`src/hw/rtl/q2e_pkg.sv`:
```
// package for the quaternion to euler angle block: widths, constants, cordic table
// no dependencies
package q2e_pkg;
  localparam int VW = 51;
  localparam int ZW = 28;
  localparam int TabLen = 24;
  localparam logic signed [ZW-1:0] HalfPiQ24 = 28'sd26353589;
  localparam logic [15:0] PiQ13 = 16'd25736;
  localparam logic [15:0] HalfPiQ13 = 16'd12868;

  typedef logic signed [VW-1:0] vec_t;
  typedef logic signed [ZW-1:0] ang_t;

  typedef struct packed {
    vec_t x;
    vec_t y;
    ang_t z;
  } cordic_t;

  function automatic ang_t atan_tab(input logic [4:0] i);
    case (i)
      5'd0: atan_tab = 28'sd13176795;
      5'd1: atan_tab = 28'sd7778716;
      5'd2: atan_tab = 28'sd4110060;
      5'd3: atan_tab = 28'sd2086331;
      5'd4: atan_tab = 28'sd1047214;
      5'd5: atan_tab = 28'sd524117;
      5'd6: atan_tab = 28'sd262123;
      5'd7: atan_tab = 28'sd131069;
      5'd8: atan_tab = 28'sd65536;
      5'd9: atan_tab = 28'sd32768;
      5'd10: atan_tab = 28'sd16384;
      5'd11: atan_tab = 28'sd8192;
      5'd12: atan_tab = 28'sd4096;
      5'd13: atan_tab = 28'sd2048;
      5'd14: atan_tab = 28'sd1024;
      5'd15: atan_tab = 28'sd512;
      5'd16: atan_tab = 28'sd256;
      5'd17: atan_tab = 28'sd128;
      5'd18: atan_tab = 28'sd64;
      5'd19: atan_tab = 28'sd32;
      5'd20: atan_tab = 28'sd16;
      5'd21: atan_tab = 28'sd8;
      5'd22: atan_tab = 28'sd4;
      5'd23: atan_tab = 28'sd2;
      default: atan_tab = '0;
    endcase
  endfunction
endpackage

```
`src/hw/rtl/q2e_cordic_cell.sv`:
```
// one vectoring cordic iteration for three lanes, registered
// depends on q2e_pkg
module q2e_cordic_cell
  import q2e_pkg::*;
#(
  parameter int STEP = 0
) (
  input  logic        clk,
  input  logic        en,
  input  cordic_t     a_in [3],
  output cordic_t     a_out [3]
);
  localparam logic [4:0] Idx = 5'(STEP);
  localparam ang_t Ang = atan_tab(Idx);

  cordic_t nx [3];

  always_comb begin
    for (int k = 0; k < 3; k++) begin
      if (a_in[k].y >= 0) begin
        nx[k].x = a_in[k].x + (a_in[k].y >>> STEP);
        nx[k].y = a_in[k].y - (a_in[k].x >>> STEP);
        nx[k].z = a_in[k].z + Ang;
      end else begin
        nx[k].x = a_in[k].x - (a_in[k].y >>> STEP);
        nx[k].y = a_in[k].y + (a_in[k].x >>> STEP);
        nx[k].z = a_in[k].z - Ang;
      end
    end
  end

  always_ff @(posedge clk) begin
    if (en) a_out <= nx;
  end
endmodule

```
`config.mk`:
```
export PLATFORM = sky130hd
export DESIGN_NAME = q2e_cordic_cell
export DESIGN_NICKNAME = d
export VERILOG_FILES = /design/src/hw/rtl/q2e_pkg.sv /design/src/hw/rtl/q2e_cordic_cell.sv
export SDC_FILE = /design/constraint.sdc
export NUM_CORES = 1
export LEC_CHECK = 0
export BUFFER_PORTS_ARGS = -buffer_cell sky130_fd_sc_hd__buf_4
export CAP_MARGIN = 0
export CORE_AREA = 2 2 309 311
export DETAILED_ROUTE_END_ITERATION = 12
export DIE_AREA = 0 0 311 313
export PLACE_DENSITY = 0.66
export SYNTH_ARGS = -nofsm -noshare
export SYNTH_HDL_FRONTEND = slang
export SYNTH_SLANG_ARGS = --single-unit
```
`constraint.sdc`:
```
create_clock -name clk -period 12.7 [get_ports clk]
set_input_delay 0.635 -clock clk [delete_from_list [all_inputs] [get_ports clk]]
set_output_delay 0.635 -clock clk [all_outputs]
set_load 0.1 [all_outputs]
```
[After elaboration in Yosys (flattened, before gate mapping)]
Cells that the tools add are included.
Operators by class
  add/sub/neg operators: 15
  order comparisons: 3
  multiplexer cells: 3
Operator list (count)
  $mux W130: 3
  $sub A51 B51 Y51: 6
  $add A51 B51 Y51: 3
  $ge A51 B1 Y1 const B: 3
  $add A28 B25 Y28 const B: 3
  $sub A28 B25 Y28 const B: 3
Word-level totals
  bits in registers: 390
  input bits: 392
  output and inout port bits: 390
  word-level logic and storage cells: 30

[Depth between registers and ports, before layout]
  depth in word-level cells: 2
  gate-level depth with buffers: 18
  gate-level depth less buffers: 16

[Least setup slack after synthesis]
No wires, ideal clock.
  path type: in2reg
  from: in a_in[208] (netlist name)
  to: reg a_out[156] (netlist name), data pin
  library setup time: 0.258 ns
  data arrival time: 4.428 ns
  data required time: 12.442 ns
  setup slack: 8.014 ns
  stages: 18
  buffers on the path: 3
  path through: clkbuf_1 -> inv_1 -> clkbuf_1 -> clkbuf_1 -> fa_1 -> a21o_1 -> a21oi_1 -> nor2b_1 -> o21a_1 -> o41a_1 -> a41o_1 -> o21a_1 -> o311a_1 -> a22o_1 -> nor3_1 -> o21bai_1 -> a21oi_1 -> xnor2_1
RTL lines
  start, declared: RTL line q2e_cordic_cell.sv:10  | input cordic_t a_in [3],
  end signal, assigned: RTL line q2e_cordic_cell.sv:33  | if (en) a_out <= nx;
  end, declared: RTL line q2e_cordic_cell.sv:11  | output cordic_t a_out [3]

==> metrics.cfg <==
[floorplanning]
rows=113
die_w_um=311
die_area_um2=97300
initial_utilization_pct=43.9
coreArea_um2=94200
ios=782
die_h_um=313

[grt]
grt_pass1_wl_mm=238
antenna_found_initial=46
track_usage_pct=31.3
grt_pass1_vias=38900
grt_max_degree=87
grt-ovfl-total=0

[timing]
setup_viol=0
maxSlewViolCount=0
fin_crit_ps=4700
setup-tns-final_ps=0
timing.hold.ws_ps=256
rsz0062_at_grt=no
max_slew.worst_pin.slew_ps=1220
hold_viol=0
maxSlewHeadroom_pct=18.2
min_period_over_period_pct=37.0
fmax_ghz=0.213

[final_layout]
largest_reg_flops=387
syn_to_final_growth_pct=20.6
fill_cells=9104
final_core_util_pct=53.0
top_register=a_out
nNetsFinal=6546
reg_top3=a_out x387
drive_gt1_share_pct=16.6

[yosys]
yosysTopAreaCellShare_pct=28.1
synth_area_um2=41300
synthTopCellsByCount=a21oi_1 (698), ha_1 (528), inv_1 (464), nor2_1 (448), edfxtp_1 (387)
postSynthCellCount=4972
yosysTopAreaCell=edfxtp_1
synth.net_count=5904
yosysSeqAreaShare_pct=28.1
synthArstFlopShare_pct=0
ys_warn_count=0
synth_area_leaders=edfxtp_1 (28%), ha_1 (16%), a21oi_1 (8.4%)
synth_most_common_cell=a21oi_1
synthDistinctLibCells=99
synth_ff_type=edfxtp_1
synth_edf_count=387
syn_area_per_cell_um2=8.32
synth.ff_latch_count=387

[worst_setup_path]
crit_fanout=66
critPathLaunch=a_in[78]
required_ps=13090
path_class=in -> reg
end_kind=register
critPathArrivalTime_ps=5090
cp-start-kind=input port

[detailed_routing]
m1WireLength_mm=64.5
dr.pass1.iters=7
remaining_drc_errors=0
routed_via_density=5.89
wire_per_inst_um=23.1
ant_nets=0
dr_wl_met2_mm=73.9
met3WireLength_mm=14.3
detail_route.iter0.violations=4391
vias=40900
highest-signal-layer=met5
drt_wl_total_mm=160

[clocking]
hold_buffers=0
cts-root-buf=clkbuf_16
cts.clk_slew.worst_paths_ps=60
cts_buffers=51
clk_path_buf_depth=3
h-tree-depth=2
ctsResizeCount=0
cts_tree=built
post_cts_buffers=0
cts_sinks=387

[power_and_ir_drop]
ir_drop_v=0.000109
leakage_nw=22.1
powerDensity_nw_per_um2=142

[placement]
routabilityCongestion=1.01
port_buffers=781
dpl.hpwl_mm=129

[worst_hold_path]
hp-class=in -> reg
hold_start=a_in[130]

[run]
maxCapViolCount=0

[run_status]
outcome=complete, no violations

## metal layers
layer  vias up  GRT usage (%)
met5         -              0
met4        46           14.6
met3       379           7.31
met2      1997           50.6
met1     19300           39.7
li1      19200              -
## layout make-up
type | count | area (um2) | share of cell area (%)
Inverter | 491 | 1840 | 3.70
Multi-Input combinational cell | 3888 | 27100 | 54.3
Clock buffer | 59 | 1310 | 2.62
Antenna cell | 21 | 52.6 | 0.105
Clock inverter | 37 | 432 | 0.865
Tap cell | 1265 | 1580 | 3.17
Sequential cell | 387 | 11600 | 23.3
Timing Repair Buffer | 795 | 5980 | 12.0
## where the power goes
part	switching [mW]	internal (mW)
Combinational	2.81	0.930
Sequential	0.0903	1.71
Clock	0.636	0.907
## cell usage in the layout, fill, tap and decap left out, types with 37 or more instances in the layout
| cell type | synthesis | layout |
|---|---|---|
| o21a_1 | 51 | 51 |
| o21bai_1 | 150 | 150 |
| xnor2_1 | 308 | 308 |
| a21o_1 | 116 | 116 |
| nor4_1 | 37 | 37 |
| ha_1 | 528 | 528 |
| nand4_1 | 60 | 60 |
| nor2b_1 | 51 | 51 |
| mux2i_1 | 71 | 71 |
| o31ai_1 | 53 | 53 |
| a21oi_1 | 698 | 698 |
| nand2b_1 | 51 | 51 |
| buf_4 | 6 | 794 |
| nor2_1 | 448 | 448 |
| a211oi_1 | 38 | 38 |
| clkbuf_16 | 0 | 51 |
| nand2_1 | 247 | 247 |
| o21ai_0 | 347 | 347 |
| nor3_1 | 96 | 96 |
| inv_1 | 464 | 463 |
| xor2_1 | 56 | 56 |
| nand3_1 | 60 | 60 |
| edfxtp_1 | 387 | 387 |
## per-stage QoR
| step | power [mW] | area (um2) | std cells | setup slack [ps] |
|---|---|---|---|---|
| floorplan | 4.54 | 41300 | 4972 | 8010 |
| global placement | 5.52 | 48100 | 6826 | 7570 |
| detailed placement | 5.52 | 48100 | 6826 | 7490 |
| CTS | 7.09 | 49800 | 6922 | 8150 |
| global route | 7.34 | 49900 | 6943 | 7850 |
| finish | 7.09 | 49900 | 6943 | 8000 |
## logic make-up after synthesis
kind of cell / after synthesis / synth area share (%)
DFF: 387 / 28.1
adders and majority gates: 540 / 16.6
and+or+nand+nor: 1136 / 12.7
xor gates and xnor gates: 364 / 7.71
buffers and inverters: 697 / 6.43
muxes: 73 / 1.77
AOI/OAI and AO/OA: 1775 / 26.7
## critical path: stages
cell      delay [ps]
buf_4            570
inv_2            480
buf_4            440
ha_1             350
a21o_1           150
a21oi_1          220
o21bai_1         100
a21oi_1          280
nor3b_1          100
nor3_1           290
o21a_1           230
o21ai_0          200
o21ai_0          450
o21ai_0          190
a21oi_1          200
xnor2_1           80
## final timing paths
| path | endpoint | slack (ps) | cells after the start |
|---|---|---|---|
| setup / recovery | a_out[27] | 8000 | 16 |
| hold / removal | a_out[130] | 260 | 2 |
Power figures use the tool's default switching activity.
