File: config.mk
export PLATFORM = sky130hd
export DESIGN_NAME = q2e_isqrt_cell
export DESIGN_NICKNAME = d
export VERILOG_FILES = /design/src/hw/rtl/q2e_pkg.sv /design/src/hw/rtl/q2e_isqrt_cell.sv
export SDC_FILE = /design/constraint.sdc
export NUM_CORES = 1
export LEC_CHECK = 0
export ABC_AREA = 0
export BUFFER_PORTS_ARGS = -buffer_cell sky130_fd_sc_hd__buf_2
export CORE_MARGIN = 5
export CORE_UTILIZATION = 54
export DETAILED_ROUTE_END_ITERATION = 6
export PLACE_DENSITY = 0.93
export SLEW_MARGIN = 20
export SYNTH_ARGS = -nofsm -noshare
export SYNTH_HDL_FRONTEND = slang
export SYNTH_SLANG_ARGS = --single-unit
File: constraint.sdc
create_clock -name clk -period 7.2 [get_ports clk]
set_input_delay 1.08 -clock clk [delete_from_list [all_inputs] [get_ports clk]]
set_output_delay 1.08 -clock clk [all_outputs]
set_load 0.02 [all_outputs]
File: src/hw/rtl/q2e_pkg.sv
// package for the quaternion to euler angle block: widths, constants, cordic table
// no dependencies
package q2e_pkg;
  localparam int VW = 51;
  localparam int ZW = 28;
  localparam int TabLen = 24;
  localparam logic signed [ZW-1:0] HalfPiQ24 = 28'sd26353589;
  localparam logic [15:0] PiQ13 = 16'd25736;
  localparam logic [15:0] HalfPiQ13 = 16'd12868;

  typedef logic signed [VW-1:0] vec_t;
  typedef logic signed [ZW-1:0] ang_t;

  typedef struct packed {
    vec_t x;
    vec_t y;
    ang_t z;
  } cordic_t;

  function automatic ang_t atan_tab(input logic [4:0] i);
    case (i)
      5'd0: atan_tab = 28'sd13176795;
      5'd1: atan_tab = 28'sd7778716;
      5'd2: atan_tab = 28'sd4110060;
      5'd3: atan_tab = 28'sd2086331;
      5'd4: atan_tab = 28'sd1047214;
      5'd5: atan_tab = 28'sd524117;
      5'd6: atan_tab = 28'sd262123;
      5'd7: atan_tab = 28'sd131069;
      5'd8: atan_tab = 28'sd65536;
      5'd9: atan_tab = 28'sd32768;
      5'd10: atan_tab = 28'sd16384;
      5'd11: atan_tab = 28'sd8192;
      5'd12: atan_tab = 28'sd4096;
      5'd13: atan_tab = 28'sd2048;
      5'd14: atan_tab = 28'sd1024;
      5'd15: atan_tab = 28'sd512;
      5'd16: atan_tab = 28'sd256;
      5'd17: atan_tab = 28'sd128;
      5'd18: atan_tab = 28'sd64;
      5'd19: atan_tab = 28'sd32;
      5'd20: atan_tab = 28'sd16;
      5'd21: atan_tab = 28'sd8;
      5'd22: atan_tab = 28'sd4;
      5'd23: atan_tab = 28'sd2;
      default: atan_tab = '0;
    endcase
  endfunction
endpackage

File: src/hw/rtl/q2e_isqrt_cell.sv
// one restoring square root step (two radicand bits), registered
// depends on q2e_pkg
module q2e_isqrt_cell
  import q2e_pkg::*;
#(
  parameter int STEP = 0
) (
  input  logic        clk,
  input  logic        en,
  input  logic [60:0] v_in,
  input  logic [30:0] r_in,
  output logic [60:0] v_out,
  output logic [30:0] r_out
);
  localparam int Sh = 60 - 2 * STEP;
  localparam logic [61:0] Bit = 62'd1 << Sh;

  logic [61:0] rb;
  logic [61:0] rr;
  logic [61:0] v_nx;
  logic [61:0] r_nx;

  always_comb begin
    rr = {31'd0, r_in} << (Sh / 2 + 1);
    rb = rr + Bit;
    if ({1'b0, v_in} >= rb) begin
      v_nx = {1'b0, v_in} - rb;
      r_nx = (rr >> 1) + Bit;
    end else begin
      v_nx = {1'b0, v_in};
      r_nx = rr >> 1;
    end
  end

  always_ff @(posedge clk) begin
    if (en) begin
      v_out <= v_nx[60:0];
      r_out <= 31'(r_nx >> (Sh / 2));
    end
  end
endmodule

* Word-level counts from Yosys, hierarchy flattened *
Cells that the tools add are included.

storage, ports and cells
  register bits = 92
  logic and storage cells = 8
  output and inout bits = 92
  input bits = 94

operators by class
  order comparisons = 1
  mux-type cells = 2
  add/sub/neg operators = 3

operators by type and width
  cell                                             count
  2-to-1 mux 61 bit                                2
  adder 62 x 61 -> 62 bit (second input constant)  1
  greater-or-equal comparator 61 x 62 -> 1 bit     1
  adder 61 bit (second input constant)             1
  subtractor 61 bit                                1

* Logic depth before layout (Yosys ltp) *
Gate-level depths: netlist of run 1.

  depth in word-level cells = 3
  depth in mapped cells = 12
  gate-level depth less buffers = 12

* Worst setup path before layout of run 1 *
No wires, ideal clock.

  path kind = in2reg
  start point = input port v_in[31]
  end point = register v_out[57], data pin
  setup slack = 3.433 ns
  stages = 12
  path buffers = 0
  data arrival time = 3.507 ns
  data required time = 6.940 ns
  cells stage by stage = inv_1 -> ha_1 -> inv_1 -> fa_1 -> a211oi_2 -> o21ai_2 -> o311a_1 -> or3_1 -> a211oi_2 -> a21oi_1 -> xor2_1 -> mux2_4

between the ends
  word-level cells in the longest chain between the ends = 2
  elaborated cells between the ends (all ways) = 3

ends and longest elaborated chain
  item                                                                               line                                        source
  from (decl)                                                                        q2e_isqrt_cell.sv:10                        input logic [60:0] v_in,
  subtractor 61 bit or greater-or-equal comparator 61 x 62 -> 1 bit (tied branches)  q2e_isqrt_cell.sv:27, q2e_isqrt_cell.sv:26
  2-to-1 mux 61 bit (*)                                                              q2e_isqrt_cell.sv:26                        if ({1'b0, v_in} >= rb) begin
  named net v_nx[57]                                                                 q2e_isqrt_cell.sv:20                        logic [61:0] v_nx;
  to (signal assigned)                                                               q2e_isqrt_cell.sv:37                        v_out <= v_nx[60:0];
  to (decl)                                                                          q2e_isqrt_cell.sv:12                        output logic [60:0] v_out,

The timed path passes the listed nets; every way through them passes the cells marked *.
A chain may end at the register's enable or synchronous reset.

* Worst setup path after layout of run 1 *
  start point = input port v_in[34]
  end point = register v_out[45], data pin

The elaborated chain is that of the path after synthesis.

==> results of run 1 <==
## power breakdown
group | switching [mW] | total, mW | leakage, nW | internal [mW]
sequential | 0.0128 | 0.660 | 0.900 | 0.647
combinational | 0.219 | 0.370 | 1.91 | 0.152
clock | 0.210 | 0.345 | 0.0926 | 0.135
total | 0.441 | 1.38 | 2.91 | 0.934
## cell usage in the layout (no fill, tap or decap), types with 3 or more instances in the layout
cell type	synthesis	layout
o21a_1	5	5
a21o_1	12	12
buf_4	0	3
mux2i_1	4	4
nor2b_1	5	5
nand2_1	17	17
ha_1	30	30
nand4_1	5	5
nor4_1	7	7
xnor2_1	12	12
xor2_1	13	13
nand3_1	8	8
mux2_4	26	26
inv_1	36	36
clkbuf_8	0	9
and3_1	3	3
edfxtp_1	92	92
a21oi_1	29	29
o21bai_1	4	4
a211oi_1	3	3
nor3_1	4	4
nor2_1	15	15
o21ai_0	18	18
buf_2	1	184
## how the worst min path moves through the flow
| stage | start | to | slack (ps) | cells after the start |
|---|---|---|---|---|
| floorplan | r_in[0] | r_out[0] | 1180 | 0 |
| global placement | r_in[14] | r_out[14] | 1270 | 1 |
| detailed placement | v_in[4] | v_out[4] | 1270 | 1 |
| CTS | r_in[21] | r_out[21] | 870 | 1 |
| global route | v_in[8] | v_out[8] | 870 | 1 |
| finish | r_in[21] | r_out[21] | 890 | 1 |
## sequential cells by signal (all words and copies together) (netlist names)
name / flops
r_out: 31
v_out: 61
## routing by layer
layer	up-vias	routed length [µm]
met3	19	1070
li1	1869	-
met1	1886	4830
met5	-	0
met4	0	182
met2	168	6640
## cells by family after synthesis
group | Yosys count | synth area share [%]
xor gates and xnor gates | 25 | 4.32
AOI/OAI and AO/OA | 97 | 13.1
DFF | 92 | 54.5
buffers and inverters | 45 | 3.80
adders and majority gates | 31 | 7.80
and+or+nand+nor | 75 | 7.71
muxes | 31 | 8.72
## area by class of cell
type                    count  area (µm²)  share of cell area, %
clock buffers               9         124                   1.97
clock inverters             7        71.3                   1.13
inverters                  36         135                   2.15
multi-input cells         259        2120                   33.7
flip-flops and latches     92        2760                   43.9
well taps                 111         139                   2.21
repair buffers            187         943                   15.0
## through the flow
step / area, µm² / instances / hold WS, ps / util (%)
floorplan: 5070 / 396 / 1180 / -
global placement: 6100 / 685 / 1270 / 66.3
detailed placement: 6100 / 685 / 1270 / 66.3
CTS: 6290 / 701 / 873 / 68.4
global route: 6290 / 701 / 865 / 68.4
finish: 6290 / 701 / 892 / 68.4
==> qor_table.md, run 1 <==
| Quantity | Reported | Unit |
|:---|:---|:---|
| First-pass GRT wire length | 19.4 | mm |
| Post-Route Setup TNS | 0 | ps |
| Clock transition time at the flip-flop clock pins of the worst setup and hold paths | 110 | ps |
| CTS tree | done | - |
| Fraction of met1 tracks used by global routing | 24.2 | % |
| Arrival time worst endpoint | 4070 | ps |
| Commonest cells in the netlist | edfxtp_1 (92), inv_1 (36), ha_1 (30), a21oi_1 (29), mux2_4 (26) | - |
| Most crowded layer after global routing | met2 | - |
| Netlist area before placement | 5070 | µm² |
| Global Route met2 Usage | 39.7 | % |
| CP endpoint | v_out[45] | - |
| Crit-path leading delay family | compound AO/OA/AOI/OAI gates | - |
| Nature of the critical path endpoint | register | - |
| Total setup buffers inserted after CTS | 0 | - |
| CP most frequent cell | o211ai_2 | - |
| Wire length reported by the detailed router | 12.7 | mm |
| Delay of the slowest cell on the worst path | 520 | ps |
| Slew HR | 57.8 | % |
| Placement Setup Slack | 2880 | ps |
| Final cycle utilization of the critical path | 54.8 | % |
| Share of post-route cells with drive strength above 1 | 40.8 | % |
| Weighted congestion at the end of routability-driven global placement | 0.924 | - |
| Deepest level of the CTS H-tree | 3 | - |
| Post-layout net count | 710 | - |
| Leak | 2.91 | nW |
| PwrDens | 219 | nW/µm² |
| Detailed placement HPWL | 10.0 | mm |
| Hold/Removal Path Class | input port to register | - |
| Status | complete, no violations | - |
| Design Power | 1.38 | mW |
| Final hold vios | 0 | - |
| Ordered cell list for the critical path | buf_2 -> ha_1 -> a21o_1 -> a21oi_1 -> a21boi_1 -> o211ai_2 -> o211ai_2 -> a21o_4 -> o21ai_4 -> buf_4 -> mux2_4 | - |
| Number of distinct library cells after synthesis | 58 | - |
| Vias per std cell | 5.62 | - |
| Final routed wire length divided by cell count | 18.1 | µm |
| FILL cells | 671 | - |
| Pin count of the biggest net entering global routing | 54 | - |
| Chip height | 107 | µm |
| Share of synthesized registers carrying an async set or reset | 0 | % |
| Type of the worst setup path | input port to register | - |
| Seq cells post-synth | 92 | - |
| Most frequent cell after synthesis | edfxtp_1 | - |
| Data required time of the critical path | 7320 | ps |
| Number of buffers inserted by port buffering | 185 | - |
| Core Box Area | 9200 | µm² |
| Drc violations | 0 | - |
| Number of buffers created by CTS | 9 | - |
| Maximum number of buffers from clock root to sink | 2 | - |
| Die width | 107 | µm |
| Fin worst setup slack | 3250 | ps |
| Number of buffer and inverter stages on the critical path | 2 | - |
| Number of search-and-repair iterations in the first detailed-routing pass | 4 | - |
| Largest fanout on the critical path | 18 | - |
| Total die area | 11,400 | µm² |
| Final Max Tran Viols | 0 | - |
| Overall Global Routing Usage | 21.5 | % |
| Path length in cells of the critical path | 11 | - |
| Clock Sinks | 92 | - |
| Main area contributors after synthesis | edfxtp_1 (55%), mux2_4 (7.7%), ha_1 (7.4%), a21oi_1 (2.9%), inv_1 (2.7%) | - |
| Synthesis warning total | 0 | - |
| Clock root cell | clkbuf_8 | - |
| Count of routing violations after the opening detailed-route iteration | 238 | - |
| RSZ-0062 raised after global routing | false | - |
| Global-route congestion overflow total | 0 | - |
| Worst-margin pin slew | 632 | ps |
| Cell type with the largest total area after synthesis | edfxtp_1 | - |
| Sequential fraction of the synthesis area | 54.5 | % |
| Number of nets produced by synthesis | 521 | - |
| IR Drop Worst-Case VDD | 0.000112 | V |
| Starting density of the core | 55.1 | % |
| Met3 routing resource usage after global routing | 5.78 | % |
| DRT antenna net count | 0 | - |
| Achievable frequency | 253 | MHz |
| Count of flip-flops with a built-in enable after synthesis | 92 | - |
| Number of standard cells after synthesis | 396 | - |
| Slowest-stage cell, CP | o21ai_4 | - |
| Top-Level Pins | 186 | - |
| Post-synthesis to final-layout area growth | 24.2 | % |
| Initial antenna violation count | 0 | - |
| Count of vias placed by the detailed router | 3,942 | - |
| Setup Viol. Count Final | 0 | - |
| Hold-fix buffers, CTS | 0 | - |
| Fraction of synthesized cell area taken by the top area cell type | 54.5 | % |
| Post-Synthesis Mean Instance Area | 12.8 | µm² |
| Top_reg_cell synth | edfxtp_1 | - |
| Number of global-route vias before repair | 3,979 | - |
| Cts repair resizes | 0 | - |
| Crit path time final | 3950 | ps |
| Antenna fix cells | 0 | - |
| Worst Setup SP | v_in[34] | - |
| Max Cap Violations | 0 | - |
| Rows | 35 | - |
| Startpoint types | input port | - |
No activity file was read; power rests on OpenSTA's default activity.
==> inputs of run 2 (changes only) <==
--- a/config.mk
+++ b/config.mk
@@ -8,9 +8,9 @@
 export ABC_AREA = 0
 export BUFFER_PORTS_ARGS = -buffer_cell sky130_fd_sc_hd__buf_2
 export CORE_MARGIN = 5
-export CORE_UTILIZATION = 54
+export CORE_UTILIZATION = 50
 export DETAILED_ROUTE_END_ITERATION = 6
-export PLACE_DENSITY = 0.93
+export PLACE_DENSITY = 0.88
 export SLEW_MARGIN = 20
 export SYNTH_ARGS = -nofsm -noshare
 export SYNTH_HDL_FRONTEND = slang
==> constraint.sdc (replaced) <==
create_clock -name clk -period 3.9 [get_ports clk]
set_input_delay 0.585 -clock clk [delete_from_list [all_inputs] [get_ports clk]]
set_output_delay 0.585 -clock clk [all_outputs]
set_load 0.02 [all_outputs]
==> qor_table.md, run 2 (same netlist as run 1, synthesis figures left out) <==
| Quantity | Reported | Unit | Change |
|:---|:---|:---|:---|
| Number of flip-flops in the largest register | 61 | - | unchanged |
| Max Cap Violations | 0 | - | unchanged |
| Slowest-stage cell, CP | fa_1 | - |  |
| FF+latch area | 2760 | µm² | unchanged |
| FILL cells | 761 | - | +13% |
| Type of the worst setup path | input port to register | - |  |
| Clock Sinks | 92 | - | unchanged |
| Final cycle utilization of the critical path | 81.9 | % |  |
| DRT antenna net count | 0 | - | unchanged |
| Worst hold margin | 383 | ps | -509 ps |
| Number of buffers inserted by port buffering | 185 | - | unchanged |
| Setup Viol. Count Final | 0 | - | unchanged |
| CTS tree | done | - |  |
| Top Registers | v_out: 61 flops, r_out: 31 flops | - |  |
| Top library cells by usage in the layout, fill and taps aside | buf_2 (184), edfxtp_1 (92), inv_1 (36), ha_1 (30), a21oi_1 (29) | - |  |
| CP most frequent cell | inv_1 | - |  |
| Number of global-route vias before repair | 3,995 | - | +0.40% |
| Post-layout net count | 712 | - | +0.28% |
| Final routed wire length divided by cell count | 17.7 | µm | -2.5% |
| Final Max Tran Viols | 0 | - | unchanged |
| Slew HR | 59.7 | % | +1.9 points |
| Leak | 2.93 | nW | +0.72% |
| First-pass GRT wire length | 20.5 | mm | +6.1% |
| Largest fanout on the critical path | 4 | - | -14 |
| Drc violations | 0 | - | unchanged |
| Non-filler cells, final | 725 | - | +3.4% |
| PwrDens | 402 | nW/µm² | +84% |
| Post-Route Setup TNS | 0 | ps | unchanged |
| Cell count after placement | 709 | - | +3.5% |
| Overall Global Routing Usage | 21.0 | % | -0.53 points |
| Global-route congestion overflow total | 0 | - | unchanged |
| Delay of the slowest cell on the worst path | 420 | ps | -100 ps |
| Post-route design area | 6350 | µm² | +0.93% |
| Nature of the critical path endpoint | register | - |  |
| Hold-fix buffers, CTS | 0 | - | unchanged |
| Count of vias placed by the detailed router | 3,945 | - | +0.076% |
| Number of buffers created by CTS | 9 | - | unchanged |
| Final hold vios | 0 | - | unchanged |
| Hold/Removal Path Class | input port to register | - |  |
| Clock transition time at the flip-flop clock pins of the worst setup and hold paths | 110 | ps | about the same |
| Area of combinational cells with multiple inputs | 2120 | µm² | unchanged |
| Rows | 36 | - | +2.9% |
| Area post-placement | 6150 | µm² | +0.90% |
| Vias per std cell | 5.44 | - | -3.2% |
| Clock root cell | clkbuf_8 | - |  |
| Deepest level of the CTS H-tree | 3 | - | unchanged |
| IR Drop Worst-Case VDD | 0.000188 | V | +68% |
| Chip height | 111 | µm | +3.6% |
| Arrival time worst endpoint | 3330 | ps | -740 ps |
| Detailed placement HPWL | 10.2 | mm | +1.7% |
| Most frequent standard cell in the layout excluding fill and tap cells | buf_2 | - |  |
| Top-Level Pins | 186 | - | unchanged |
| Ordered cell list for the critical path | buf_2 -> inv_1 -> ha_1 -> inv_1 -> fa_1 -> a211oi_2 -> o21ai_2 -> o311a_1 -> o32a_1 -> a31oi_4 -> o31ai_1 -> xor2_1 -> mux2_4 | - |  |
| Initial antenna violation count | 0 | - | unchanged |
| Register bank with the most flops | v_out | - |  |
| Share of post-route cells with drive strength above 1 | 41.0 | % | +0.20 points |
| Cts repair resizes | 0 | - | unchanged |
| Crit path time final | 3190 | ps |  |
| Core Box Area | 9820 | µm² | +6.8% |
| Count of routing violations after the opening detailed-route iteration | 216 | - | -9.2% |
| Crit-path leading delay family | compound AO/OA/AOI/OAI gates | - |  |
| Maximum number of buffers from clock root to sink | 2 | - | unchanged |
| Total die area | 12,200 | µm² | +7.2% |
| Number of search-and-repair iterations in the first detailed-routing pass | 4 | - | unchanged |
| Die width | 111 | µm | +3.6% |
| Number of buffer and inverter stages on the critical path | 3 | - | +1 |
| Achievable frequency | 313 | MHz |  |
| Total setup buffers inserted after CTS | 0 | - | unchanged |
| RSZ-0062 raised after global routing | false | - |  |
| Startpoint types | input port | - |  |
| Pin count of the biggest net entering global routing | 39 | - | -28% |
| Worst-margin pin slew | 597 | ps | -35.8 ps |
| Weighted congestion at the end of routability-driven global placement | 0.881 | - | -4.7% |
| Wire length reported by the detailed router | 12.8 | mm | +0.84% |
| Data required time of the critical path | 4040 | ps | -3280 ps |
| Antenna fix cells | 0 | - | unchanged |
| Starting density of the core | 51.6 | % | -3.5 points |
| Post-synthesis to final-layout area growth | 25.4 | % |  |
| Status | complete, no violations | - |  |
-- run 2: changes by cell type in the layout (fill, tap and decap cells not counted) --
cell        change
buf_4           +1
buf_12          +1
clkinvlp_4      -1
inv_8           +1
-- run 2: layout make-up --
| cell class | instances | area share (%) |
|---|---|---|
| tap | 133 | 2.62 |
| clock buffer | 9 | 1.95 |
| inverter | 36 | 2.13 |
| timing repair buffer | 189 | 15.3 |
| multi-input combinational | 259 | 33.3 |
| clock inverter | 7 | 1.18 |
| sequential | 92 | 43.5 |
-- run 2: where the power goes --
| group | total, mW | internal, mW | switching, mW |
|---|---|---|---|
| clock network | 0.649 | 0.254 | 0.395 |
| logic | 0.690 | 0.284 | 0.406 |
| registers | 1.22 | 1.19 | 0.0218 |
-- run 2: path summary, 6_finish.rpt --
check,startpoint,end,depth (start not counted)
worst min-delay path,r_in[26],r_out[26],1
worst max-delay path,v_in[31],v_out[59],13
-- run 2: metrics by stage --
step	util (%)	power, mW	worst slack, ps
finish	64.7	2.55	706
global route	64.7	2.68	577
CTS	64.7	2.57	723
detailed placement	62.7	1.93	305
global placement	62.7	1.91	352
floorplan	-	1.69	628
-- run 2: layer usage --
layer	vias up	GRT usage, %	share of wire [%]
li1	1881	-	-
met2	184	36.4	50
met3	26	7.15	8.7
met4	0	7.96	2.5
met5	-	0	0
met1	1854	23.9	39
